==> src/sv/kle_pkg.sv <==
// Shared constants and item types for the keystroke line editor.
package kle_pkg;

  localparam int CAPACITY = 64;
  localparam int PTR_W    = $clog2(CAPACITY);
  localparam int CNT_W    = $clog2(CAPACITY + 1);

  localparam logic [7:0] KEY_LEFT  = 8'h3C;
  localparam logic [7:0] KEY_RIGHT = 8'h3E;
  localparam logic [7:0] KEY_BACK  = 8'h2D;

  localparam logic CMD_KEY = 1'b0;
  localparam logic CMD_EOL = 1'b1;

  typedef struct packed {
    logic       command;
    logic [7:0] key_byte;
  } kle_in_t;

  typedef struct packed {
    logic [7:0] char_out;
    logic       char_valid;
    logic       last_of_line;
    logic       overflowed;
  } kle_out_t;

endpackage

==> src/sv/kle_store.sv <==
// Text store of the gap buffer: one write port, one registered read port.
module kle_store (
  input  logic                      clk,
  input  logic                      we,
  input  logic [kle_pkg::PTR_W-1:0] waddr,
  input  logic [7:0]                wdata,
  input  logic [kle_pkg::PTR_W-1:0] raddr,
  output logic [7:0]                rdata
);
  import kle_pkg::*;

  logic [7:0] mem [CAPACITY];

  // write one character
  always_ff @(posedge clk) begin
    if (we) begin
      mem[waddr] <= wdata;
    end
  end

  // registered read
  always_ff @(posedge clk) begin
    rdata <= mem[raddr];
  end

endmodule

==> src/sv/keystroke_line_editor.sv <==
// Gap-buffer line editor: keystroke edits and end-of-line drain around one text store.
//
// An item is taken when start is high and busy is low. Inserts, backspaces and
// ignored keys leave busy low. A cursor move ('<' or '>') raises busy: the store
// is read in the accept cycle and the character is written back to the other
// side of the gap in the next, since the store has a registered read and one
// write port. An end-of-line item keeps busy high while the line drains, one
// store read per character; results appear on result with strobe high for one
// cycle each, one per cycle and in line order, so the last one is shown in the
// first cycle in which busy is low again. An empty line gives a single marker
// result in the cycle after it is taken. The receiver cannot stall: each result
// is shown for exactly one cycle.
module keystroke_line_editor (
  input  logic              clk,
  input  logic              rst,
  input  logic              start,
  input  kle_pkg::kle_in_t  key_item,
  output logic              busy,
  output logic              strobe,
  output kle_pkg::kle_out_t result
);
  import kle_pkg::*;

  localparam logic [1:0] ST_IDLE  = 2'd0;
  localparam logic [1:0] ST_MOVE  = 2'd1;
  localparam logic [1:0] ST_DRAIN = 2'd2;

  localparam logic [CNT_W-1:0] CAP_CNT = CNT_W'(CAPACITY);
  localparam logic [CNT_W-1:0] ONE_CNT = CNT_W'(1);

  logic [1:0]       state, state_next;
  logic [CNT_W-1:0] left_count, left_count_next;
  logic [CNT_W-1:0] right_count, right_count_next;
  logic             dropped_flag, dropped_flag_next;
  logic [CNT_W-1:0] drain_k, drain_k_next;
  logic [PTR_W-1:0] move_addr, move_addr_next;
  logic             out_strobe, out_strobe_next;
  logic             out_from_mem, out_from_mem_next;
  logic             out_last, out_last_next;
  logic             out_ovf, out_ovf_next;

  logic             we;
  logic [PTR_W-1:0] waddr;
  logic [7:0]       wdata;
  logic [CNT_W-1:0] raddr_wide;
  logic [7:0]       rdata;
  logic [CNT_W-1:0] total;
  logic             accept;

  kle_store u_store (
    .clk   (clk),
    .we    (we),
    .waddr (waddr),
    .wdata (wdata),
    .raddr (raddr_wide[PTR_W-1:0]),
    .rdata (rdata)
  );

  assign total  = left_count + right_count;
  assign accept = start && (state == ST_IDLE);

  // sequence edits, moves and the drain
  always_comb begin
    state_next        = state;
    left_count_next   = left_count;
    right_count_next  = right_count;
    dropped_flag_next = dropped_flag;
    drain_k_next      = drain_k;
    move_addr_next    = move_addr;
    out_strobe_next   = 1'b0;
    out_from_mem_next = 1'b0;
    out_last_next     = 1'b0;
    out_ovf_next      = dropped_flag;
    we                = 1'b0;
    waddr             = left_count[PTR_W-1:0];
    wdata             = key_item.key_byte;
    raddr_wide        = left_count - ONE_CNT;

    unique case (state)
      ST_IDLE: begin
        if (accept) begin
          if (key_item.command == CMD_EOL) begin
            if (total == '0) begin
              // empty line marker
              out_strobe_next   = 1'b1;
              out_last_next     = 1'b1;
              dropped_flag_next = 1'b0;
            end else begin
              drain_k_next = '0;
              state_next   = ST_DRAIN;
            end
          end else begin
            priority if (key_item.key_byte == KEY_LEFT) begin
              if (left_count != '0 && right_count < CAP_CNT) begin
                raddr_wide       = left_count - ONE_CNT;
                move_addr_next   = PTR_W'(CAP_CNT - ONE_CNT - right_count);
                left_count_next  = left_count - ONE_CNT;
                right_count_next = right_count + ONE_CNT;
                state_next       = ST_MOVE;
              end
            end else if (key_item.key_byte == KEY_RIGHT) begin
              if (right_count != '0 && left_count < CAP_CNT) begin
                raddr_wide       = CAP_CNT - right_count;
                move_addr_next   = left_count[PTR_W-1:0];
                left_count_next  = left_count + ONE_CNT;
                right_count_next = right_count - ONE_CNT;
                state_next       = ST_MOVE;
              end
            end else if (key_item.key_byte == KEY_BACK) begin
              if (left_count != '0) begin
                left_count_next = left_count - ONE_CNT;
              end
            end else begin
              // insert at the cursor, or drop and flag on a full buffer
              if (total < CAP_CNT) begin
                we              = 1'b1;
                waddr           = left_count[PTR_W-1:0];
                left_count_next = left_count + ONE_CNT;
              end else begin
                dropped_flag_next = 1'b1;
              end
            end
          end
        end
      end
      ST_MOVE: begin
        // write the read character across the gap
        we         = 1'b1;
        waddr      = move_addr;
        wdata      = rdata;
        state_next = ST_IDLE;
      end
      ST_DRAIN: begin
        // read left part, then right part past the gap
        if (drain_k < left_count) begin
          raddr_wide = drain_k;
        end else begin
          raddr_wide = drain_k + (CAP_CNT - total);
        end
        out_strobe_next   = 1'b1;
        out_from_mem_next = 1'b1;
        out_last_next     = (drain_k + ONE_CNT == total);
        drain_k_next      = drain_k + ONE_CNT;
        if (drain_k + ONE_CNT == total) begin
          left_count_next   = '0;
          right_count_next  = '0;
          dropped_flag_next = 1'b0;
          state_next        = ST_IDLE;
        end
      end
      default: begin
        state_next = ST_IDLE;
      end
    endcase
  end

  // control state
  always_ff @(posedge clk) begin
    if (rst) begin
      state        <= ST_IDLE;
      left_count   <= '0;
      right_count  <= '0;
      dropped_flag <= 1'b0;
      out_strobe   <= 1'b0;
    end else begin
      state        <= state_next;
      left_count   <= left_count_next;
      right_count  <= right_count_next;
      dropped_flag <= dropped_flag_next;
      out_strobe   <= out_strobe_next;
    end
  end

  // payload and scratch registers
  always_ff @(posedge clk) begin
    drain_k      <= drain_k_next;
    move_addr    <= move_addr_next;
    out_from_mem <= out_from_mem_next;
    out_last     <= out_last_next;
    out_ovf      <= out_ovf_next;
  end

  // drive the result item
  assign busy                = (state != ST_IDLE);
  assign strobe              = out_strobe;
  assign result.char_out     = out_from_mem ? rdata : 8'h00;
  assign result.char_valid   = out_from_mem;
  assign result.last_of_line = out_last;
  assign result.overflowed   = out_ovf;

endmodule
==> config.mk <==
export PLATFORM = sky130hd
export DESIGN_NAME = keystroke_line_editor
export DESIGN_NICKNAME = d
export VERILOG_FILES = /design/src/sv/kle_pkg.sv /design/src/sv/kle_store.sv /design/src/sv/keystroke_line_editor.sv
export SDC_FILE = /design/constraint.sdc
export NUM_CORES = 1
export LEC_CHECK = 0
export ABC_AREA = 0
export CAP_MARGIN = 25
export CORE_AREA = 2 2 287 289
export DETAILED_ROUTE_END_ITERATION = 7
export DIE_AREA = 0 0 289 291
export DONT_BUFFER_PORTS = 1
export HOLD_SLACK_MARGIN = 0.15
export PLACE_DENSITY_LB_ADDON = 0.05
export SETUP_SLACK_MARGIN = 0.5
export SYNTH_ARGS = -nofsm -noshare
export SYNTH_HDL_FRONTEND = slang
export SYNTH_SLANG_ARGS = --single-unit
==> constraint.sdc <==
create_clock -name clk -period 6.4 [get_ports clk]
set_input_delay 1.6 -clock clk [delete_from_list [all_inputs] [get_ports clk]]
set_output_delay 1.6 -clock clk [all_outputs]
set_load 0.1 [all_outputs]
==> reports/results.ini, run 1 <==
[global_route]
grt_antenna_before_repair=1
grt_max_degree=67
overflow=0
grtUsageTotal=0.1980
grt_pass1_vias=15510
grt_first_pass_wirelength_microns=118900

[worst_setup_path]
cp_top_family=compound AO/OA/AOI/OAI gates
worst-path-stages=16
worstPathRequired_ps=6910
critical_path_class=register to register
crit_path_end_kind=register
reg2reg_slack_ps=1220
cp-endpoint=u_store.rdata[6]
crit_buf_inv=2
path_cells=ha_1, fa_1, xor2_1, inv_1, ha_1, or2_2, o21ai_0, xnor2_1, mux2i_1, o21a_2, nor2_1, buf_4, a22oi_1, a211oi_1, a31oi_1, nor4b_2
path_common_cell=ha_1
crit_start=left_count[0]
crit_path_start_kind=register
r2r_cells=16
path_max_fanout=21
worst_path_largest_cell_delay_ps=690
cpMaxStageDelayCell=a31oi_1
r2r_start=left_count[0]
arrival_ps=5690
regToRegEndpoint=u_store.rdata[6]

[pwr]
intPower_w=0.006577
p_sw_frac=0.2965
power.density_nw_per_um2=337.4
p_seq_frac=0.437
ir_worst_vdd_mv=0.1639
combPwrFrac=0.170
clockPowerShare=0.394
power_switching_w=0.002772
p_leak_nw=9.382

[logic_synthesis]
syn_nets=1895
yosysWarningCount=0
yosys.area.top_type_share=0.6534
yosys_register_bits=554
ys_types=81
ys_seq_area_frac=0.6775
yosys.area.top_type=edfxtp_1
synth_ff_type=edfxtp_1
synth_area_leaders=edfxtp_1 (65%), nand2_1 (5.5%), mux2i_1 (3.0%)
synth_cells=1852
synth_edf_count=525
synth_area_per_cell_sq_um=13.03
syn_area_sq_um=24130
async_flop_share=0

[clock_tree]
cts.repair.resized=0
post_cts_buffers=0
ctsHoldBuffers=0
cts_made_buffers=66
clockBufferDepth=3
cts_sinks=554
ctsHtreeMaxLevel=3
clockRootBuffer=clkbuf_16
cts_tree=yes
clk_pin_slew_ps=60
worstSkewPairLatency_ps=620

[flow_run]
cap_violations=0

[timing]
grt_setup_unrepaired=false
setup_viol=0
final.setup.tns_ps=0
finalHoldViolations=0
drv_slew=0
worstMarginPinSlew_ps=1059
max_freq_mhz=192.9
max_slew_margin=0.2760
worst_hold_slack_ps=346.4
fin_crit_sh=0.8099
fin_crit_ps=5183
fin_skew_ps=27.49

[routing]
routed_wl_microns=82970
drt_iter0_markers=1177
dr.pass1.iters=7
vias=15530
final_antenna_net_count=0
wl_per_cell_microns=27.51
vias_per_cell=5.149
drc=0

[finish]
antennaDiodeCount=0
drive_gt1_frac=0.1259
seqCellArea_sq_um=16350
fin_util=0.3413
nNetsFinal=1937
area_growth_pct=14.85
multi_input_area_sq_um=7192
fill_cells=7959

[die]
initial_core_util=0.2972
core-area_sq_um=81190
die_h_microns=291
fp.dieArea_sq_um=84100
die_w_microns=289
rows=105
io_pins=25

[hold_path]
min_path_type=register to register

[place]
hpwl_microns=54830
gp_congestion=0.8091
portBuffers=0

[outcome]
status=completed

==> flip-flops by register name (all words and copies together) (netlist names) <==
| register | count |
|---|---|
| strobe | 1 |
| out_ovf | 1 |
| move_addr | 6 |
| right_count | 7 |
| state | 2 |
| u_store.rdata | 8 |
| left_count | 7 |
| out_last | 1 |
| dropped_flag | 1 |
| u_store.mem | 512 |
| out_from_mem | 1 |
| drain_k | 7 |
==> cells in the final DEF (no fill, tap or decap), types with 11 or more instances in the layout <==
master     instances
clkbuf_1          15
buf_6             15
xor2_1            17
o21ai_0           24
buf_4             49
nand2_1          348
a32oi_1           20
ha_1              28
a21oi_1           33
mux2i_1           73
inv_1             19
a31oi_1           29
dfxtp_1           29
and2_1            13
edfxtp_1         525
clkbuf_16         66
nor3_1            18
o31ai_1           12
nand4_1           19
o22ai_1           25
nand3_1          130
a211oi_1          18
nor2_1           136
clkinv_1          13
a21o_1            11
a22oi_1           11
xnor2_1           15
mux2_2            40
==> final cells by class <==
type                       count  share of cell area
multi-input combinational   1181              0.2595
timing repair buffer          71             0.02388
tap                         1070             0.04831
sequential                   554              0.5899
inverter                      20            0.002709
clock buffer                  85             0.06398
clock inverter                35             0.01174
==> power groups by stage <==
| stage | Sequential [W] | Clock [W] | Combinational [W] |
|---|---|---|---|
| after CTS | 0.00409 | 0.00376 | 0.00161 |
| after global routing | 0.00409 | 0.00391 | 0.00170 |
| final | 0.00408 | 0.00368 | 0.00159 |
| after floorplan | 0.00410 | 0 | 0.00100 |
| after detailed placement | 0.00417 | 0 | 0.00160 |
| after global placement | 0.00417 | 0 | 0.00161 |
==> worst min-delay path by stage <==
| stage | startpoint | endpoint | slack, ps | cells past startpoint |
|---|---|---|---|---|
| finish | dropped_flag | out_ovf | 350 | 0 |
| global route | dropped_flag | out_ovf | 350 | 0 |
| CTS | dropped_flag | out_ovf | 350 | 0 |
| detailed placement | dropped_flag | out_ovf | 340 | 0 |
| global placement | dropped_flag | out_ovf | 330 | 0 |
| floorplan | dropped_flag | out_ovf | 320 | 0 |
==> per-stage QoR <==
stage | total power (W) | cell area (sq um) | instances | setup WS, ps
global route | 0.009698 | 27710 | 3016 | 927.7
CTS | 0.009465 | 27640 | 3010 | 979.3
finish | 0.009349 | 27710 | 3016 | 1217
detailed placement | 0.005771 | 25540 | 2890 | 694.6
global placement | 0.005781 | 25380 | 2876 | 751.7
floorplan | 0.005106 | 24130 | 1852 | 2028
==> per-layer routing <==
layer	share of wire	wire length, microns	vias to the layer above	GRT usage
met1	0.47	38880	8014	0.2836
met3	0.039	3276	92	0.02508
met4	0.023	1902	0	0.05658
met2	0.47	38910	354	0.3133
li1	-	-	7068	-
met5	0	0	-	0
==> kinds of logic (layout without fill, tap and decap cells) <==
| kind of cell | Yosys count | in the layout | synth area share |
|---|---|---|---|
| mux | 114 | 114 | 0.04989 |
| simple gates | 749 | 749 | 0.1404 |
| fa+ha+maj | 31 | 31 | 0.01701 |
| flops | 554 | 554 | 0.6775 |
| buf+inv | 117 | 211 | 0.02681 |
| xor+xnor | 32 | 32 | 0.01162 |
| compound gates | 255 | 255 | 0.07685 |
==> cell usage after synthesis (all sizes together) (13+ instances only) <==
cell type	count
edfxtp	525
nand2	361
nor2	137
nand3	131
mux2i	73
buf	68
mux2	40
a21oi	33
a31oi	29
clkbuf	29
dfxtp	29
ha	28
o21ai	28
o22ai	25
nor3	22
a32oi	20
inv	20
nand4	19
a211oi	18
xor2	17
and2	16
xnor2	15
o31ai	13
Note: power is estimated with default switching activity, not from simulation.
==> run 2, diff against run 1 <==
==> constraint.sdc (replaced) <==
create_clock -name clk -period 5.22 [get_ports clk]
set_input_delay 1.305 -clock clk [delete_from_list [all_inputs] [get_ports clk]]
set_output_delay 1.305 -clock clk [all_outputs]
set_load 0.1 [all_outputs]
==> reports/results.ini, run 2 (same netlist as run 1, synthesis figures left out) <==
[global_route]
grt_antenna_before_repair=1  ; unchanged
grt_first_pass_wirelength_microns=122500  ; +3.0%
grt_pass1_vias=15870  ; +2.3%
overflow=0  ; unchanged
grtUsageTotal=0.2042  ; +0.006270
grt_max_degree=50  ; -25%

[timing]
fin_crit_ps=4576  ; -606.9 ps
finalHoldViolations=0  ; unchanged
max_slew_margin=0.3434  ; +0.06742
drv_slew=0  ; unchanged
max_freq_mhz=218.5  ; +13%
setup_viol=0  ; unchanged
worstMarginPinSlew_ps=991.8  ; -66.87 ps
fin_skew_ps=28.49  ; +1.003 ps
fin_crit_sh=0.8767  ; +0.06681
grt_setup_unrepaired=false
setup_slack_ps=643.7  ; -573.1 ps

[die]
die_w_microns=289  ; unchanged
die_h_microns=291  ; unchanged
core-area_sq_um=81190  ; unchanged
fp.dieArea_sq_um=84100  ; unchanged
io_pins=25  ; unchanged
initial_core_util=0.2972  ; unchanged
rows=105  ; unchanged

[place]
gp_congestion=0.8399  ; +3.8%
dp.cells=2984  ; +3.3%
hpwl_microns=59700  ; +8.9%
pre_cts_ws_ps=-169.8  ; -864.4 ps
portBuffers=0  ; unchanged

[clock_tree]
worstSkewPairLatency_ps=650  ; +30 ps
clockBufferDepth=3  ; unchanged
ctsHoldBuffers=0  ; unchanged
clockRootBuffer=clkbuf_16
cts_tree=yes
clk_pin_slew_ps=60  ; about the same
cts_sinks=554  ; unchanged
ctsHtreeMaxLevel=2  ; -1
cts_made_buffers=61  ; -7.6%

[hold_path]
hold_depth=0  ; unchanged
min_path_type=register to register
hold_start=dropped_flag

[worst_setup_path]
critical_path_class=register to register
crit_path_start_kind=register
path_max_fanout=23  ; +9.5%
crit_start=right_count[0]
arrival_ps=5150  ; -540 ps
crit_path_end_kind=register
worstPathRequired_ps=5790  ; -1120 ps
r2r_start=right_count[0]
r2r_cells=15  ; -1

[routing]
final_antenna_net_count=0  ; unchanged
drc=0  ; unchanged
dr.pass1.iters=5  ; -2
vias_per_cell=5.132  ; -0.33%
drt_iter0_markers=1332  ; +13%
vias=15920  ; +2.5%
routed_wl_microns=86510  ; +4.3%
wl_per_cell_microns=27.89  ; +1.4%

[finish]
final_common_cell=edfxtp_1
drive_gt1_frac=0.1713  ; +0.04536
largest_register_ffs=512  ; unchanged
nNetsFinal=2027  ; +4.6%
largestRegisters=u_store.mem: 512 flops, u_store.rdata: 8 flops
area_growth_pct=17.77
regMostFlops=u_store.mem
layoutNonFillerInstCount=3102  ; +2.9%
most-common-layout-cells=edfxtp_1 (525), nand2_1 (348), buf_4 (152)
antennaDiodeCount=0  ; unchanged

[outcome]
status=completed

[flow_run]
cap_violations=0  ; unchanged

[pwr]
power.density_nw_per_um2=402.9  ; +19%
p_leak_nw=9.838  ; +4.9%
total_power_w=0.01145  ; +22%
ir_worst_vdd_mv=0.2587  ; +58%

run 2: cell types whose count changed in the layout (fill, tap and decap cells not counted), moves of 5 or more:
cell and delta:
clkbuf_1 -5, buf_6 -15, clkbuf_16 -5, clkbuf_8 -6, clkinv_2 +6, buf_4 +103
buf_12 +7
run 2: per-layer routing:
metal / vias to the layer above / routed length (microns) / track usage
met4: 0 / 1557 / 0.03935
li1: 7225 / - / -
met5: - / 0 / 0
met2: 385 / 41000 / 0.3313
met3: 87 / 3662 / 0.02351
met1: 8221 / 40290 / 0.2947
run 2: final cells by class:
| type | count | area (sq um) |
|---|---|---|
| clock buffer | 71 | 1564 |
| clock inverter | 40 | 394.1 |
| fill | 7977 | 52780 |
| inverter | 20 | 75.07 |
| multi-input combinational | 1182 | 7303 |
| sequential | 554 | 16350 |
| tap | 1070 | 1339 |
| timing repair buffer | 165 | 1394 |
run 2: through the flow:
step	TNS, ps	utilization	hold slack [ps]	instance area (sq um)
5_1_grt	0	0.3500	369.4	28410
6_report	0	0.3500	347.4	28410
4_1_cts	0	0.3486	347.2	28300
3_5_place_dp	-169.8	0.3235	333.6	26270
3_3_place_gp	-209.0	0.3232	329.7	26240
2_1_floorplan	0	-	324.9	24130
run 2: repair_timing:
action | in CTS | in global routing
gates cloned | 0 | 1
gates resized for setup | 8 | 14
setup endpoints to repair | 8 | 7
hold endpoints to repair | 0 | 0
pin swaps | 1 | 2
buffers inserted | 5 | 0
run 2: worst paths after layout:
| kind | end | slack (ps) |
|---|---|---|
| worst min-delay path | out_ovf | 350 |
| worst max-delay path | u_store.rdata[0] | 640 |
| worst min register to register | out_ovf | 350 |
| worst max register to register | u_store.rdata[0] | 640 |
run 2: worst max-delay path, stage by stage, from the launching register on:
cell and delay, ps:
dfxtp_1 360, inv_1 210, ha_1 210, or3b_1 390
or4_4 490, a31o_4 300, o221a_4 340, nand2_8 210
buf_12 250, buf_4 240, buf_4 160, a21oi_1 40
a221oi_1 360, a31oi_1 170, a211oi_4 450, and4b_1 250
run 2: report_power, final:
part	internal [W]	switching (W)
registers	0.00491	0.000103
clock network	0.00244	0.00185
logic	0.000695	0.00145
==> run 3, diff against run 2 <==
--- a/config.mk
+++ b/config.mk
@@ -12,6 +12,7 @@
 export DIE_AREA = 0 0 289 291
 export DONT_BUFFER_PORTS = 1
 export HOLD_SLACK_MARGIN = 0.15
+export MAX_ROUTING_LAYER = met4
 export PLACE_DENSITY_LB_ADDON = 0.05
 export SETUP_SLACK_MARGIN = 0.5
 export SYNTH_ARGS = -nofsm -noshare
==> reports/results.ini, run 3 (same netlist as run 1, synthesis figures left out) <==
[global_route]
overflow=0  ; unchanged
grt_pass1_vias=15820  ; -0.32%
grt_max_degree=50  ; unchanged
grtUsageTotal=0.2105  ; +0.006267
grt_first_pass_wirelength_microns=122600  ; about the same
grt_antenna_before_repair=1  ; unchanged

[flow_run]
cap_violations=0  ; unchanged

[worst_setup_path]
crit_path_end_kind=register
critical_path_class=register to register
path_max_fanout=23  ; unchanged
cpMaxStageDelayCell=or4_4
arrival_ps=5140  ; about the same
worstPathRequired_ps=5790  ; about the same
path_cells=inv_1, ha_1, or3b_1, or4_4, a31o_4, o221a_4, nand2_8, buf_12, buf_4, buf_4, a21oi_1, a221oi_1, a31oi_1, a211oi_4, and4b_1
path_common_cell=buf_4
worst_path_largest_cell_delay_ps=490  ; about the same
crit_path_start_kind=register

[routing]
drc=0  ; unchanged
vias_per_cell=5.138  ; +0.13%
final_antenna_net_count=0  ; unchanged
dr.pass1.iters=5  ; unchanged
vias=15940  ; +0.13%
drt_iter0_markers=1296  ; -2.7%
wl_per_cell_microns=27.89  ; about the same
routed_wl_microns=86500  ; about the same

[hold_path]
min_path_type=register to register

[clock_tree]
worstSkewPairLatency_ps=650  ; about the same
ctsHtreeMaxLevel=2  ; unchanged
cts_made_buffers=61  ; unchanged
clockBufferDepth=3  ; unchanged
clk_pin_slew_ps=60  ; about the same
clockRootBuffer=clkbuf_16
cts_sinks=554  ; unchanged
cts_tree=yes

[die]
initial_core_util=0.2972  ; unchanged
die_h_microns=291  ; unchanged
io_pins=25  ; unchanged
core-area_sq_um=81190  ; unchanged
die_w_microns=289  ; unchanged
rows=105  ; unchanged
fp.dieArea_sq_um=84100  ; unchanged

[finish]
layoutNonFillerInstCount=3102  ; unchanged
drive_gt1_frac=0.1713  ; unchanged
largest_register_ffs=512  ; unchanged
largestRegisters=u_store.mem: 512 flops, u_store.rdata: 8 flops
antennaDiodeCount=0  ; unchanged
fin_util=0.3500  ; unchanged
nNetsFinal=2027  ; unchanged
regMostFlops=u_store.mem
most-common-layout-cells=edfxtp_1 (525), nand2_1 (348), buf_4 (152)
area_growth_pct=17.77  ; unchanged
final_common_cell=edfxtp_1

[pwr]
ir_worst_vdd_mv=0.2584  ; about the same
power.density_nw_per_um2=402.8  ; about the same
total_power_w=0.01145  ; about the same
p_leak_nw=9.838  ; unchanged

[timing]
worst_hold_slack_ps=347.4  ; -0.05600 ps
grt_setup_unrepaired=false
finalHoldViolations=0  ; unchanged
max_freq_mhz=218.8  ; +0.11%
drv_slew=0  ; unchanged
setup_viol=0  ; unchanged
fin_skew_ps=28.79  ; +0.2955 ps
fin_crit_ps=4571  ; -4.942 ps
fin_crit_sh=0.8757  ; -0.0009467
worstMarginPinSlew_ps=992.3  ; +0.4439 ps
max_slew_margin=0.3431  ; about the same

[place]
gp_congestion=0.8530  ; +1.6%
portBuffers=0  ; unchanged
dp.cells=2984  ; unchanged
hpwl_microns=59700  ; unchanged

[outcome]
status=completed

[run 3: cell counts in the layout (fill, tap and decap cells not counted)]
Identical to the previous run, type by type.
[run 3: repair_timing]
action | CTS | global route
resized for setup | 8 | 14
pin swaps | 1 | 2
endpoints found under the setup margin | 8 | 8
setup buffers | 5 | 0
hold buffers | 0 | 0
gates cloned | 0 | 1
[run 3: metrics by stage]
stage	area, sq um	setup TNS (ps)	setup WS, ps
floorplan	24130	0	1143
global placement	26240	-209.0	-209.0
detailed placement	26270	-169.8	-169.8
CTS	28300	0	456.4
global route	28410	0	506.4
finish	28410	0	648.6
[run 3: power breakdown]
part / internal [W] / switching (W) / total, W / leakage [nW]
registers: 0.00491 / 0.000104 / 0.00502 / 4.97
logic: 0.000695 / 0.00145 / 0.00215 / 3.91
clock network: 0.00244 / 0.00184 / 0.00428 / 0.960
total: 0.00805 / 0.00340 / 0.0114 / 9.84
[run 3: layout make-up]
cell class,instances,area [sq um]
Clock buffer,71,1564
Clock inverter,40,394.1
Fill cell,7977,52780
Inverter,20,75.07
Multi-Input combinational cell,1182,7303
Sequential cell,554,16350
Tap cell,1070,1339
Timing Repair Buffer,165,1394
[run 3: path summary, 6_finish.rpt]
check / slack, ps / cells after the start / from / endpoint
max reg2reg: 650 / 15 / right_count[0] / u_store.rdata[0]
min reg2reg: 350 / 0 / dropped_flag / out_ovf
min: 350 / 0 / dropped_flag / out_ovf
max: 650 / 15 / right_count[0] / u_store.rdata[0]
[run 3: per-layer routing]
metal | track usage | vias to the layer above | routed length, microns | part of all wire
met5 | - | - | 0 | 0
met4 | 0.03872 | 0 | 1475 | 0.017
met3 | 0.02312 | 84 | 3593 | 0.042
met2 | 0.3321 | 396 | 40930 | 0.47
met1 | 0.2950 | 8235 | 40500 | 0.47
li1 | - | 7224 | - | -
[run 3: worst max-delay path: cells and delay by family (launching register included)]
family / cells / cell delay (ps)
AOI/OAI and AO/OA: 6 / 1650
and+or+nand+nor: 4 / 1330
buffers and inverters: 4 / 870
DFF: 1 / 360
adders and majority gates: 1 / 220
